[config.mk]
export PLATFORM = sky130hd
export DESIGN_NAME = modbus_rtu_register_master_unit
export DESIGN_NICKNAME = d
export VERILOG_FILES = /design/src/design/mbrm_pkg.sv /design/src/design/mbrm_reply_check.sv /design/src/design/modbus_rtu_register_master_unit.sv
export SDC_FILE = /design/constraint.sdc
export NUM_CORES = 1
export LEC_CHECK = 0
export ABC_AREA = 1
export BUFFER_PORTS_ARGS = -buffer_cell sky130_fd_sc_hd__buf_2
export CAP_MARGIN = 20
export CELL_PAD_IN_SITES_DETAIL_PLACEMENT = 0
export CELL_PAD_IN_SITES_GLOBAL_PLACEMENT = 1
export CORE_ASPECT_RATIO = 0.5
export CORE_UTILIZATION = 47
export CTS_CLUSTER_DIAMETER = 30
export DETAILED_ROUTE_END_ITERATION = 10
export PLACE_DENSITY = 0.85
export SLEW_MARGIN = 20
export SYNTH_ARGS = -nofsm -noshare
export SYNTH_HDL_FRONTEND = slang
export SYNTH_SLANG_ARGS = --single-unit
export TNS_END_PERCENT = 20
[constraint.sdc]
create_clock -name clk -period 8.3 [get_ports clk]
set_input_delay 0.83 -clock clk [delete_from_list [all_inputs] [get_ports clk]]
set_output_delay 0.83 -clock clk [all_outputs]
set_load 0.005 [all_outputs]
[src/design/mbrm_pkg.sv]
// shared types, codes and the crc-16 byte step for the modbus rtu register master
// no dependencies
`default_nettype none

package mbrm_pkg;

  // stream payload widths
  localparam int S_TDATA_W = 40;
  localparam int M_TDATA_W = 40;
  localparam int S_TUSER_W = 2;

  // input item kinds (s_tuser)
  localparam logic [1:0] KIND_READ  = 2'd0;
  localparam logic [1:0] KIND_WRITE = 2'd1;
  localparam logic [1:0] KIND_RESP  = 2'd2;

  // result kinds (m_tuser)
  localparam logic RES_TX     = 1'b0;
  localparam logic RES_REPORT = 1'b1;

  // outstanding transaction
  localparam logic [1:0] OP_NONE  = 2'd0;
  localparam logic [1:0] OP_READ  = 2'd1;
  localparam logic [1:0] OP_WRITE = 2'd2;

  // modbus function codes and framing constants
  localparam logic [7:0]  FC_READ    = 8'h03;
  localparam logic [7:0]  FC_WRITE   = 8'h06;
  localparam logic [7:0]  EXC_FLAG   = 8'h80;
  localparam logic [15:0] READ_COUNT = 16'h0001;
  localparam logic [7:0]  READ_BYTES = 8'h02;
  localparam logic [15:0] CRC_POLY   = 16'hA001;
  localparam logic [15:0] CRC_INIT   = 16'hFFFF;
  localparam logic [7:0]  DEV_ADDR_RESET = 8'h01;

  // expected reply lengths
  localparam logic [3:0] LEN_EXC   = 4'd5;
  localparam logic [3:0] LEN_READ  = 4'd7;
  localparam logic [3:0] LEN_WRITE = 4'd8;
  localparam logic [3:0] LEN_MIN   = 4'd2;
  localparam logic [3:0] CNT_MAX   = 4'd15;

  // frame byte positions
  localparam logic [2:0] POS_CRC_LO = 3'd6;
  localparam logic [2:0] POS_CRC_HI = 3'd7;

  // completion status codes
  localparam logic [2:0] ST_OK        = 3'd0;
  localparam logic [2:0] ST_SHORT     = 3'd1;
  localparam logic [2:0] ST_EXCEPTION = 3'd2;
  localparam logic [2:0] ST_EXC_LEN   = 3'd3;
  localparam logic [2:0] ST_BAD_FUNC  = 3'd4;
  localparam logic [2:0] ST_BAD_LEN   = 3'd5;
  localparam logic [2:0] ST_BAD_COUNT = 3'd6;
  localparam logic [2:0] ST_ECHO      = 3'd7;

  typedef struct packed {
    logic [3:0]  count;
    logic [7:0]  func;
    logic [7:0]  third;
    logic [15:0] data;
    logic        mismatch;
  } reply_t;

  typedef struct packed {
    logic [2:0]  status;
    logic [15:0] read_value;
    logic [7:0]  exception_code;
  } report_t;

  // one byte through the reflected crc-16, eight bit steps
  function automatic logic [15:0] crc_byte(input logic [15:0] crc, input logic [7:0] b);
    logic [15:0] c;
    c = crc ^ {8'h00, b};
    for (int k = 0; k < 8; k++) begin
      c = c[0] ? ((c >> 1) ^ CRC_POLY) : (c >> 1);
    end
    return c;
  endfunction

endpackage

`default_nettype wire

[src/design/mbrm_reply_check.sv]
// reply byte bookkeeping and the completion checks of the register master
// depends on mbrm_pkg
`default_nettype none

module mbrm_reply_check
  import mbrm_pkg::*;
(
  input  wire logic [1:0] pending_op,
  input  wire reply_t     cur,
  input  wire logic [7:0] rx_byte,
  input  wire logic [7:0] sent_byte,
  output reply_t          nxt,
  output report_t         rpt
);

  logic [7:0] fcode;
  logic [7:0] exc_code;

  // fold the new byte into the reply state
  always_comb begin
    nxt = cur;
    case (cur.count)
      4'd1:    nxt.func = rx_byte;
      4'd2:    nxt.third = rx_byte;
      4'd3:    nxt.data = {rx_byte, cur.data[7:0]};
      4'd4:    nxt.data = {cur.data[15:8], rx_byte};
      default: ;
    endcase
    // bytes past the eighth never match the echo
    nxt.mismatch = cur.mismatch | cur.count[3] | (sent_byte != rx_byte);
    nxt.count = (cur.count == CNT_MAX) ? CNT_MAX : cur.count + 4'd1;
  end

  assign fcode    = (pending_op == OP_READ) ? FC_READ : FC_WRITE;
  assign exc_code = fcode | EXC_FLAG;

  // checks in priority order
  always_comb begin
    rpt = '0;
    if (nxt.count < LEN_MIN) begin
      rpt.status = ST_SHORT;
    end else if (nxt.func == exc_code) begin
      if (nxt.count != LEN_EXC) begin
        rpt.status = ST_EXC_LEN;
      end else begin
        rpt.status = ST_EXCEPTION;
        rpt.exception_code = nxt.third;
      end
    end else if (nxt.func != fcode) begin
      rpt.status = ST_BAD_FUNC;
    end else if (pending_op == OP_READ) begin
      if (nxt.count != LEN_READ) begin
        rpt.status = ST_BAD_LEN;
      end else if (nxt.third != READ_BYTES) begin
        rpt.status = ST_BAD_COUNT;
      end else begin
        rpt.status = ST_OK;
        rpt.read_value = nxt.data;
      end
    end else begin
      rpt.status = (nxt.mismatch || nxt.count != LEN_WRITE) ? ST_ECHO : ST_OK;
    end
  end

endmodule

`default_nettype wire

[src/design/modbus_rtu_register_master_unit.sv]
// modbus rtu master for one holding register: request framing, crc and reply checks
// depends on mbrm_pkg and mbrm_reply_check
`default_nettype none

// usage
//   slave side carries one item per beat: s_tuser is the kind (read request,
//   write request, reply byte), s_tdata the register address, write value and
//   reply byte, s_tlast marks the final reply byte of a frame
//   master side carries results: m_tuser 0 is a frame byte to transmit (m_tlast
//   on the eighth), m_tuser 1 is the completion report with status, read value
//   and exception code
//   a request gives eight frame beats; the first is loaded at the accept edge
//   and the frame sequencer adds one per cycle while the receiver keeps up, so
//   a request holds the slave side until the sequencer has loaded its last beat
//   a reply byte is taken at its accept edge; the final one loads the report into
//   the output register there, so m_tvalid is high from the next cycle
//   the crc is built byte by byte as the frame goes out, one byte step a cycle while the receiver keeps up
//   the output register parts the two sides: a new item is taken whenever no
//   frame is going out and the register is empty or being drained in the same cycle
//   a stalled receiver holds the output beat and with it the slave side
//   reset: device address 1, no request pending, reply state cleared;
//   reply bytes with no request pending are dropped
//   device address is written on cfg_wr_en; the user must write it only while the block is idle, not enforced here
module modbus_rtu_register_master_unit
  import mbrm_pkg::*;
(
  input  wire logic                 clk,
  input  wire logic                 rst,
  // configuration
  input  wire logic                 cfg_wr_en,
  input  wire logic [7:0]           cfg_wr_data,    // device_address
  // slave side
  input  wire logic                 s_tvalid,
  output logic                      s_tready,
  input  wire logic [S_TDATA_W-1:0] s_tdata,        // reg_address, write_value, rx_byte
  input  wire logic [S_TUSER_W-1:0] s_tuser,        // kind
  input  wire logic                 s_tlast,        // rx_last
  // master side
  output logic                      m_tvalid,
  input  wire logic                 m_tready,
  output logic [M_TDATA_W-1:0]      m_tdata,        // tx_byte, status, read_value,
                                                    // exception_code, zero fill
  output logic                      m_tuser,        // result_kind
  output logic                      m_tlast         // tx_last
);

  logic [7:0]  device_address;
  logic [1:0]  pending_op;
  logic [7:0]  sent_frame [8];
  logic [15:0] crc_reg;
  reply_t      reply;

  // frame sequencer
  logic        busy;
  logic [2:0]  seq_idx;

  logic        out_free;
  logic        accept;
  logic        req_accept;
  logic        rx_accept;
  logic        is_read;
  logic [15:0] in_addr;
  logic [15:0] in_value;
  logic [7:0]  in_rx_byte;
  logic [7:0]  req_func;
  logic [7:0]  req_b4;
  logic [7:0]  req_b5;
  logic [7:0]  emit_byte;
  logic        emit;
  reply_t      reply_next;
  report_t     report;

  assign in_addr    = s_tdata[15:0];
  assign in_value   = s_tdata[31:16];
  assign in_rx_byte = s_tdata[39:32];

  assign out_free   = !m_tvalid || m_tready;
  assign s_tready   = !busy && out_free;
  assign accept     = s_tvalid && s_tready;
  assign req_accept = accept && (s_tuser == KIND_READ || s_tuser == KIND_WRITE);
  assign rx_accept  = accept && (s_tuser == KIND_RESP) && (pending_op != OP_NONE);

  // request bytes known at the accept edge
  assign is_read  = (s_tuser == KIND_READ);
  assign req_func = is_read ? FC_READ : FC_WRITE;
  assign req_b4   = is_read ? READ_COUNT[15:8] : in_value[15:8];
  assign req_b5   = is_read ? READ_COUNT[7:0]  : in_value[7:0];

  // next frame byte out of the sequencer
  assign emit = busy && out_free;
  always_comb begin
    case (seq_idx)
      POS_CRC_LO: emit_byte = crc_reg[7:0];
      POS_CRC_HI: emit_byte = crc_reg[15:8];
      default:    emit_byte = sent_frame[seq_idx];
    endcase
  end

  mbrm_reply_check u_check (
    .pending_op (pending_op),
    .cur        (reply),
    .rx_byte    (in_rx_byte),
    .sent_byte  (sent_frame[reply.count[2:0]]),
    .nxt        (reply_next),
    .rpt        (report)
  );

  // control state
  always_ff @(posedge clk) begin
    if (rst) begin
      device_address <= DEV_ADDR_RESET;
      pending_op     <= OP_NONE;
      crc_reg        <= CRC_INIT;
      reply          <= '0;
      busy           <= 1'b0;
      seq_idx        <= '0;
      m_tvalid       <= 1'b0;
    end else begin
      if (cfg_wr_en) begin
        device_address <= cfg_wr_data;
      end
      if (m_tready) begin
        m_tvalid <= 1'b0;
      end
      if (req_accept) begin
        // byte 0 goes straight to the output register
        pending_op <= is_read ? OP_READ : OP_WRITE;
        crc_reg    <= crc_byte(CRC_INIT, device_address);
        reply      <= '0;
        busy       <= 1'b1;
        seq_idx    <= 3'd1;
        m_tvalid   <= 1'b1;
      end else if (rx_accept) begin
        if (s_tlast) begin
          pending_op <= OP_NONE;
          reply      <= '0;
          m_tvalid   <= 1'b1;
        end else begin
          reply <= reply_next;
        end
      end else if (emit) begin
        if (seq_idx < POS_CRC_LO) begin
          crc_reg <= crc_byte(crc_reg, emit_byte);
        end
        if (seq_idx == POS_CRC_HI) begin
          busy <= 1'b0;
        end
        seq_idx  <= seq_idx + 3'd1;
        m_tvalid <= 1'b1;
      end
    end
  end

  // payload: frame copy and output beat
  always_ff @(posedge clk) begin
    if (req_accept) begin
      sent_frame[0] <= device_address;
      sent_frame[1] <= req_func;
      sent_frame[2] <= in_addr[15:8];
      sent_frame[3] <= in_addr[7:0];
      sent_frame[4] <= req_b4;
      sent_frame[5] <= req_b5;
      m_tuser       <= RES_TX;
      m_tlast       <= 1'b0;
      m_tdata       <= {{(M_TDATA_W-35){1'b0}}, 8'h00, 16'h0000, ST_OK, device_address};
    end else if (rx_accept && s_tlast) begin
      m_tuser <= RES_REPORT;
      m_tlast <= 1'b0;
      m_tdata <= {{(M_TDATA_W-35){1'b0}}, report.exception_code, report.read_value,
                  report.status, 8'h00};
    end else if (emit) begin
      // crc bytes join the frame copy for the write echo check
      if (seq_idx == POS_CRC_LO || seq_idx == POS_CRC_HI) begin
        sent_frame[seq_idx] <= emit_byte;
      end
      m_tuser <= RES_TX;
      m_tlast <= (seq_idx == POS_CRC_HI);
      m_tdata <= {{(M_TDATA_W-35){1'b0}}, 8'h00, 16'h0000, ST_OK, emit_byte};
    end
  end

  // a report only ever waits when no frame is going out
  a_report_idle: assert property (@(posedge clk) disable iff (rst)
    (m_tvalid && m_tuser == RES_REPORT) |-> !busy)
    else $error("report beat while a frame is being sent");

  // a frame in flight always belongs to a pending request
  a_busy_pending: assert property (@(posedge clk) disable iff (rst)
    busy |-> (pending_op != OP_NONE))
    else $error("frame sequencer running with no request pending");

  // the closing frame beat leaves the request pending and the sequencer stopped
  a_last_beat: assert property (@(posedge clk) disable iff (rst)
    (m_tvalid && m_tuser == RES_TX && m_tlast) |-> (!busy && pending_op != OP_NONE))
    else $error("final frame beat out of step with the sequencer");

endmodule

`default_nettype wire
==> results.cfg, run 1 <==
[critical_path]
worstSetupPathType = flop to flop
slowest_stage = dfxtp_1
arrival_ns = 3.98
cp-end-kind = flop
startpoint_type = flop
worst-path-max-fanout = 24
path_cells = ha_1 > ha_1 > inv_2 > nand2_2 > inv_2 > nor2_2 > inv_1 > nor2_1 > inv_1 > nor2_1 > inv_1 > nor2_1 > inv_1 > nand2_1
worstPathRequired_ns = 8.40
cp_num_buf_inv = 6
path_common_cell = inv_1
cp_top_family = simple AND/OR/NAND/NOR gates
cpPeakStageDelay_ns = 0.97

[floorplan]
dieArea_um2 = 19930
io_pins = 100
die_h_um = 100.3
initial_core_util_pct = 48.71
die_x_um = 198.6
row_count = 35
core_um2 = 18660

[logic_synthesis]
synth_cell_types = 45
yosysSeqAreaShare_pct = 45.83
synth_cells = 1220
avgSynthCellArea_um2 = 7.448
ys_ff_latch = 172
synthArstFlopShare_pct = 0
syn_area_um2 = 9086
synth-edff-count = 72
yosys_warnings = 0
ys_dominant_reg_cell = dfxtp_1

[layout]
layout.cells.non_filler = 1557
fin_util_pct = 55.08
reg_top3 = sent_frame: 64 flops, reply: 37 flops, m_tdata: 35 flops
area_delta_synth_final_pct = 13.08
n_antenna_cell = 0
layout.nets = 1348
drive_gt1_share_pct = 12.87
largest_register_ffs = 64
regMostFlops = sent_frame

[cts]
clkLatencyLatePin_ns = 0.44
clock-sinks = 172
ctsResizeCount = 0
cts_made_buffers = 17
clockBufferDepth = 2
path_clk_slew_ns = 0.07
cts_tree = built
cts_setup_buffers = 0
postCtsHoldBufs = 0
h-tree-depth = 4
cts-root-buf = clkbuf_16

[sta]
rsz0062_at_grt = false
setup_tns_ns = 0
min_period_ns = 3.879
slew_headroom_pct = 30.49
timing.final.crit_share_pct = 46.73
clock_skew_ns = 0.01339
worstMarginPinSlew_ns = 1.042
fmax_ghz = 0.2578
hold_viol = 0
maxSlewViolCount = 0
setup_viol = 0

[global_routing]
grt_remaining_overflow = 0
grt_pass1_vias = 7760
grt_pass1_wl_um = 42660
antenna_found_initial = 0
grt_usage_pct = 28.54
grt_max_degree = 45

[run_status]
status = complete, no violations

[route]
drc = 0
firstDrtPassIters = 6
drt_iter0_markers = 738
vias = 8697
ant_nets = 0
viasPerCell = 5.586
routed_wl_um = 27630
wl_per_cell_um = 17.74

[placed_design]
place_inst = 1525
post-dp-hpwl_um = 19720
gp_congestion = 0.9480
numPortBuffers = 94

[power]
p_leak_nw = 4.407
p_total_mw = 2.095
vdd_drop_max_uv = 133.7
p_per_area_nw_per_um2 = 203.9

[run]
drv_cap = 0

[worst_hold_path]
hold_path.class = flop to flop
## worst reg2reg max path, stage by stage (launching register included)
cell and delay, ns:
dfxtp_1 0.97, ha_1 0.29, ha_1 0.35, inv_2 0.10, nand2_2 0.17, inv_2 0.13, nor2_2 0.19, inv_1 0.26
nor2_1 0.16, inv_1 0.07, nor2_1 0.09, inv_1 0.07, nor2_1 0.11, inv_1 0.21, nand2_1 0.37
## cell type report
cell class / instances / area [µm²]
multi-input cells: 891 / 4250
clock inverters: 14 / 180.2
well taps: 259 / 324.1
fillers: 1819 / 8381
inverters: 99 / 371.6
repair buffers: 104 / 545.5
clock buffers: 18 / 439.2
flip-flops and latches: 172 / 4164
## per-layer routing
metal / share of wire [%] / vias to the layer above / track usage [%]
met3: 8.4 / 64 / 5.679
met2: 44 / 416 / 45.24
met5: 0 / - / 0
li1: - / 4199 / -
met4: 2.8 / 0 / 11.72
met1: 44 / 4018 / 38.33
## stage by stage
stage	hold slack, ns	setup slack, ns	instance area [µm²]
6_report	0.4518	4.421	10270
5_1_grt	0.4720	4.040	10270
4_1_cts	0.4565	4.492	10270
3_5_place_dp	0.4387	4.164	9656
3_3_place_gp	0.4350	4.179	9656
2_1_floorplan	0.4409	5.711	9101
## report_power, final
group / internal (mW) / switching (mW) / total (mW) / leakage [nW]
Clock: 0.488 / 0.372 / 0.859 / 0.294
Combinational: 0.0883 / 0.204 / 0.292 / 2.63
Sequential: 0.919 / 0.0249 / 0.944 / 1.48
## synthesized netlist by cell type, types with 4 or more instances
cell / n / share of area [%]
a21oi_1: 87 / 4.8
buf_1: 7 / 0.29
buf_2: 15 / 0.83
buf_4: 9 / 0.74
buf_6: 4 / 0.50
clkbuf_1: 27 / 1.1
dfxtp_1: 100 / 22
edfxtp_1: 72 / 24
ha_1: 7 / 0.96
inv_1: 94 / 3.9
inv_2: 4 / 0.17
nand2_1: 346 / 14
nand2_2: 4 / 0.28
nand3_1: 97 / 5.3
nand4_1: 5 / 0.34
nor2_1: 117 / 4.8
nor2_4: 4 / 0.50
nor3_1: 5 / 0.28
o211ai_1: 18 / 1.5
o21ai_0: 128 / 7.1
o21ai_2: 13 / 1.3
o221ai_1: 13 / 1.3
o22ai_1: 4 / 0.28
xor2_1: 14 / 1.3
## worst paths after layout
kind	from	end	slack, ns	depth (start not counted)
worst min-delay path	m_tdata[19]	m_tdata[19]	0.45	2
worst max register to register	seq_idx[1]	sent_frame[2][7]	4.42	14
worst min register to register	m_tdata[19]	m_tdata[19]	0.45	2
worst max-delay path	seq_idx[1]	sent_frame[2][7]	4.42	14
## cell usage in the layout, fill, tap and decap left out, types with 18 or more instances in the layout
master	instances
a21oi_1	87
buf_2	94
dfxtp_1	100
edfxtp_1	72
inv_1	94
nand2_1	346
nand3_1	97
nor2_1	117
o211ai_1	18
o21ai_0	128
## cells by family after synthesis
group	share of synthesized area [%]
buffers and inverters	7.560
AOI/OAI and AO/OA	17.05
other	0.04127
adders and majority gates	0.9639
xor gates and xnor gates	1.542
DFF	45.83
and+or+nand+nor	27.02
Note: power is estimated with default switching activity, not from simulation.
==> run 2, diff against run 1 <==
Settings changed: ABC_AREA 1 to 0, CORE_UTILIZATION 47 to 42, PLACE_DENSITY 0.85 to 0.76.
Clock period 8.3 ns to 3.19 ns, I/O delays scaled along.
==> results.cfg, run 2 <==
[sta]
slew_headroom_pct = 54.02
maxSlewViolCount = 0
fin_ws_ns = -0.006125
fmax_ghz = 0.3129
worstMarginPinSlew_ns = 0.6880
setup_viol = 1
setup_tns_ns = -0.006125
hold_viol = 0
rsz0062_at_grt = true
timing.final.crit_share_pct = 100.2
clock_skew_ns = 0.01492
min_period_ns = 3.196

[route]
drt_iter0_markers = 646
drc = 0
viasPerCell = 5.680
m1WireLength_um = 12260
firstDrtPassIters = 5
routed.top_layer = met4
wl_met3_um = 2203
routed-wl-met2_um = 11790
vias = 7333
wl_per_cell_um = 20.64
routed_wl_um = 26650
ant_nets = 0

[placed_design]
post-dp-hpwl_um = 19450
numPortBuffers = 94
gp_congestion = 0.9697
pre_cts_ws_ns = -0.04389

[logic_synthesis]
synth_top_area_cell = edfxtp_1
ys_ff_latch = 172
yosysMostFrequentCell = nor2_1
synth-edff-count = 72
synthArstFlopShare_pct = 0
ys_dominant_reg_cell = dfxtp_1
yosysSeqAreaShare_pct = 47.01
ys_top_cells_by_count = nor2_1, dfxtp_1, nand2_1, edfxtp_1, mux2i_1
avgSynthCellArea_um2 = 10.03
netlist.area_leader.share_pct = 24.41
synthTopCellsByArea = edfxtp_1, dfxtp_1, mux2i_1, mux4_2, nor2_1
syn_area_um2 = 8857
synth_cells = 883
yosys_warnings = 0
synth_cell_types = 68

[run]
drv_cap = 0

[global_routing]
grt_pass1_vias = 6831
antenna_found_initial = 0
grt_max_degree = 28
grt_pass1_wl_um = 39740
grt_usage_pct = 24.36
grt_remaining_overflow = 0

[layout]
regMostFlops = sent_frame
mostFrequentLayoutCell = nor2_1
layout.nets = 1068
drive_gt1_share_pct = 25.54
final_cell_mix = nor2_1, dfxtp_1, buf_2, nand2_1, edfxtp_1
area_delta_synth_final_pct = 20.99
largest_register_ffs = 64
n_antenna_cell = 0
reg_top3 = sent_frame: 64 flops, reply: 37 flops, m_tdata: 35 flops

[floorplan]
die_h_um = 104.7
row_count = 37
die_x_um = 207.4
dieArea_um2 = 21710
io_pins = 100
initial_core_util_pct = 42.99
core_um2 = 20600

[critical_path]
worst-r2r-setup-slack_ns = -0.006
slowest_stage = xnor3_2
cp-end-kind = flop
reg2reg_from = seq_idx[1]
worstPathRequired_ns = 3.50
worst-path-max-fanout = 5
worstSetupPathType = flop to flop
path_cells = buf_12 > ha_4 > or3b_4 > o32ai_4 > o31a_1 > mux2i_2 > xnor3_2 > xnor2_2 > buf_4 > and2_4 > a2111oi_4 > o21ai_1
r2r-end = crc_reg[0]
startpoint_type = flop
cpPeakStageDelay_ns = 0.44
rr_worst_depth = 12
arrival_ns = 3.50
setup.worst_path.start = seq_idx[1]
worstSetupEndpoint = crc_reg[0]

[cts]
cts_made_buffers = 17
postCtsHoldBufs = 0
h-tree-depth = 4
cts-root-buf = clkbuf_16
clkLatencyLatePin_ns = 0.44
clock-sinks = 172
cts_tree = built
path_clk_slew_ns = 0.08
clockBufferDepth = 2

[run_status]
status = finished, violations left
failed_checks = negative setup slack

[power]
p_per_area_nw_per_um2 = 531.1
p_leak_nw = 4.147
vdd_drop_max_uv = 320.5

[worst_hold_path]
hold_path.class = input pin to flop
==> run 2: layer usage <==
| layer | global-route usage (%) | vias to the layer above |
|---|---|---|
| met3 | 6.072 | 34 |
| met4 | 5.330 | 0 |
| met1 | 34.50 | 3546 |
| met5 | 0 | - |
| met2 | 37.45 | 319 |
| li1 | - | 3434 |
==> run 2: cell type report <==
class | count | area (µm²)
Clock inverter | 13 | 126.4
Fill cell | 1878 | 9884
Inverter | 18 | 67.56
Clock buffer | 19 | 454.2
Tap cell | 273 | 341.6
Multi-Input combinational cell | 635 | 4473
Timing Repair Buffer | 161 | 1076
Sequential cell | 172 | 4178
==> run 2: worst min-delay path by stage <==
stage	startpoint	to	slack (ns)	cells after the start
CTS	cfg_wr_data[0]	device_address[0]	0.07	2
global placement	m_tdata[30]	m_tdata[30]	0.43	2
floorplan	cfg_wr_data[0]	device_address[0]	0.44	1
finish	cfg_wr_data[0]	device_address[0]	0.09	2
global route	cfg_wr_data[0]	device_address[0]	0.07	2
detailed placement	m_tdata[8]	m_tdata[8]	0.44	1
==> run 2: cells by family after synthesis <==
family / after synthesis / share of synthesized area, %
AND/OR/NAND/NOR: 286 / 14.68
AO/OA/AOI/OAI: 200 / 14.41
flip-flops: 172 / 47.01
multiplexers: 96 / 14.06
buffers and inverters: 80 / 4.054
XOR/XNOR: 41 / 4.761
adder cells (fa/ha/maj): 7 / 0.9888
other: 1 / 0.04234
==> run 2: critical path, delay by kind of cell (launching register included) <==
kind	cells	cell delay, ns
simple gates	2	0.56
xor+xnor	2	0.62
mux	1	0.30
compound gates	4	0.76
flops	1	0.36
buf+inv	2	0.29
fa+ha+maj	1	0.17
==> run 2: per-stage QoR <==
step                util [%]  power (mW)  cell area [µm²]  hold WS [ns]  instances
global route           52.02       5.889            10720       0.07322       1291
CTS                    50.82       5.604            10470       0.07476       1279
floorplan                  -       3.158             8884        0.4413        887
detailed placement     47.90       3.520             9867        0.4372       1245
global placement       47.90       3.513             9867        0.4316       1245
finish                 52.02       5.692            10720       0.08575       1291
==> run 2: power by group <==
part	internal [mW]	total, mW	switching, mW
registers	2.38	2.48	0.0917
logic	0.538	1.12	0.578
clock network	1.14	2.10	0.958
total	4.06	5.69	1.63
==> run 2: what timing repair did <==
| item | CTS | global route |
|---|---|---|
| setup endpoints to repair | 1 | 11 |
| resized for setup | 1 | 24 |
| setup buffers | 2 | 9 |
| gates cloned | 0 | 3 |
| pin swaps | 1 | 10 |
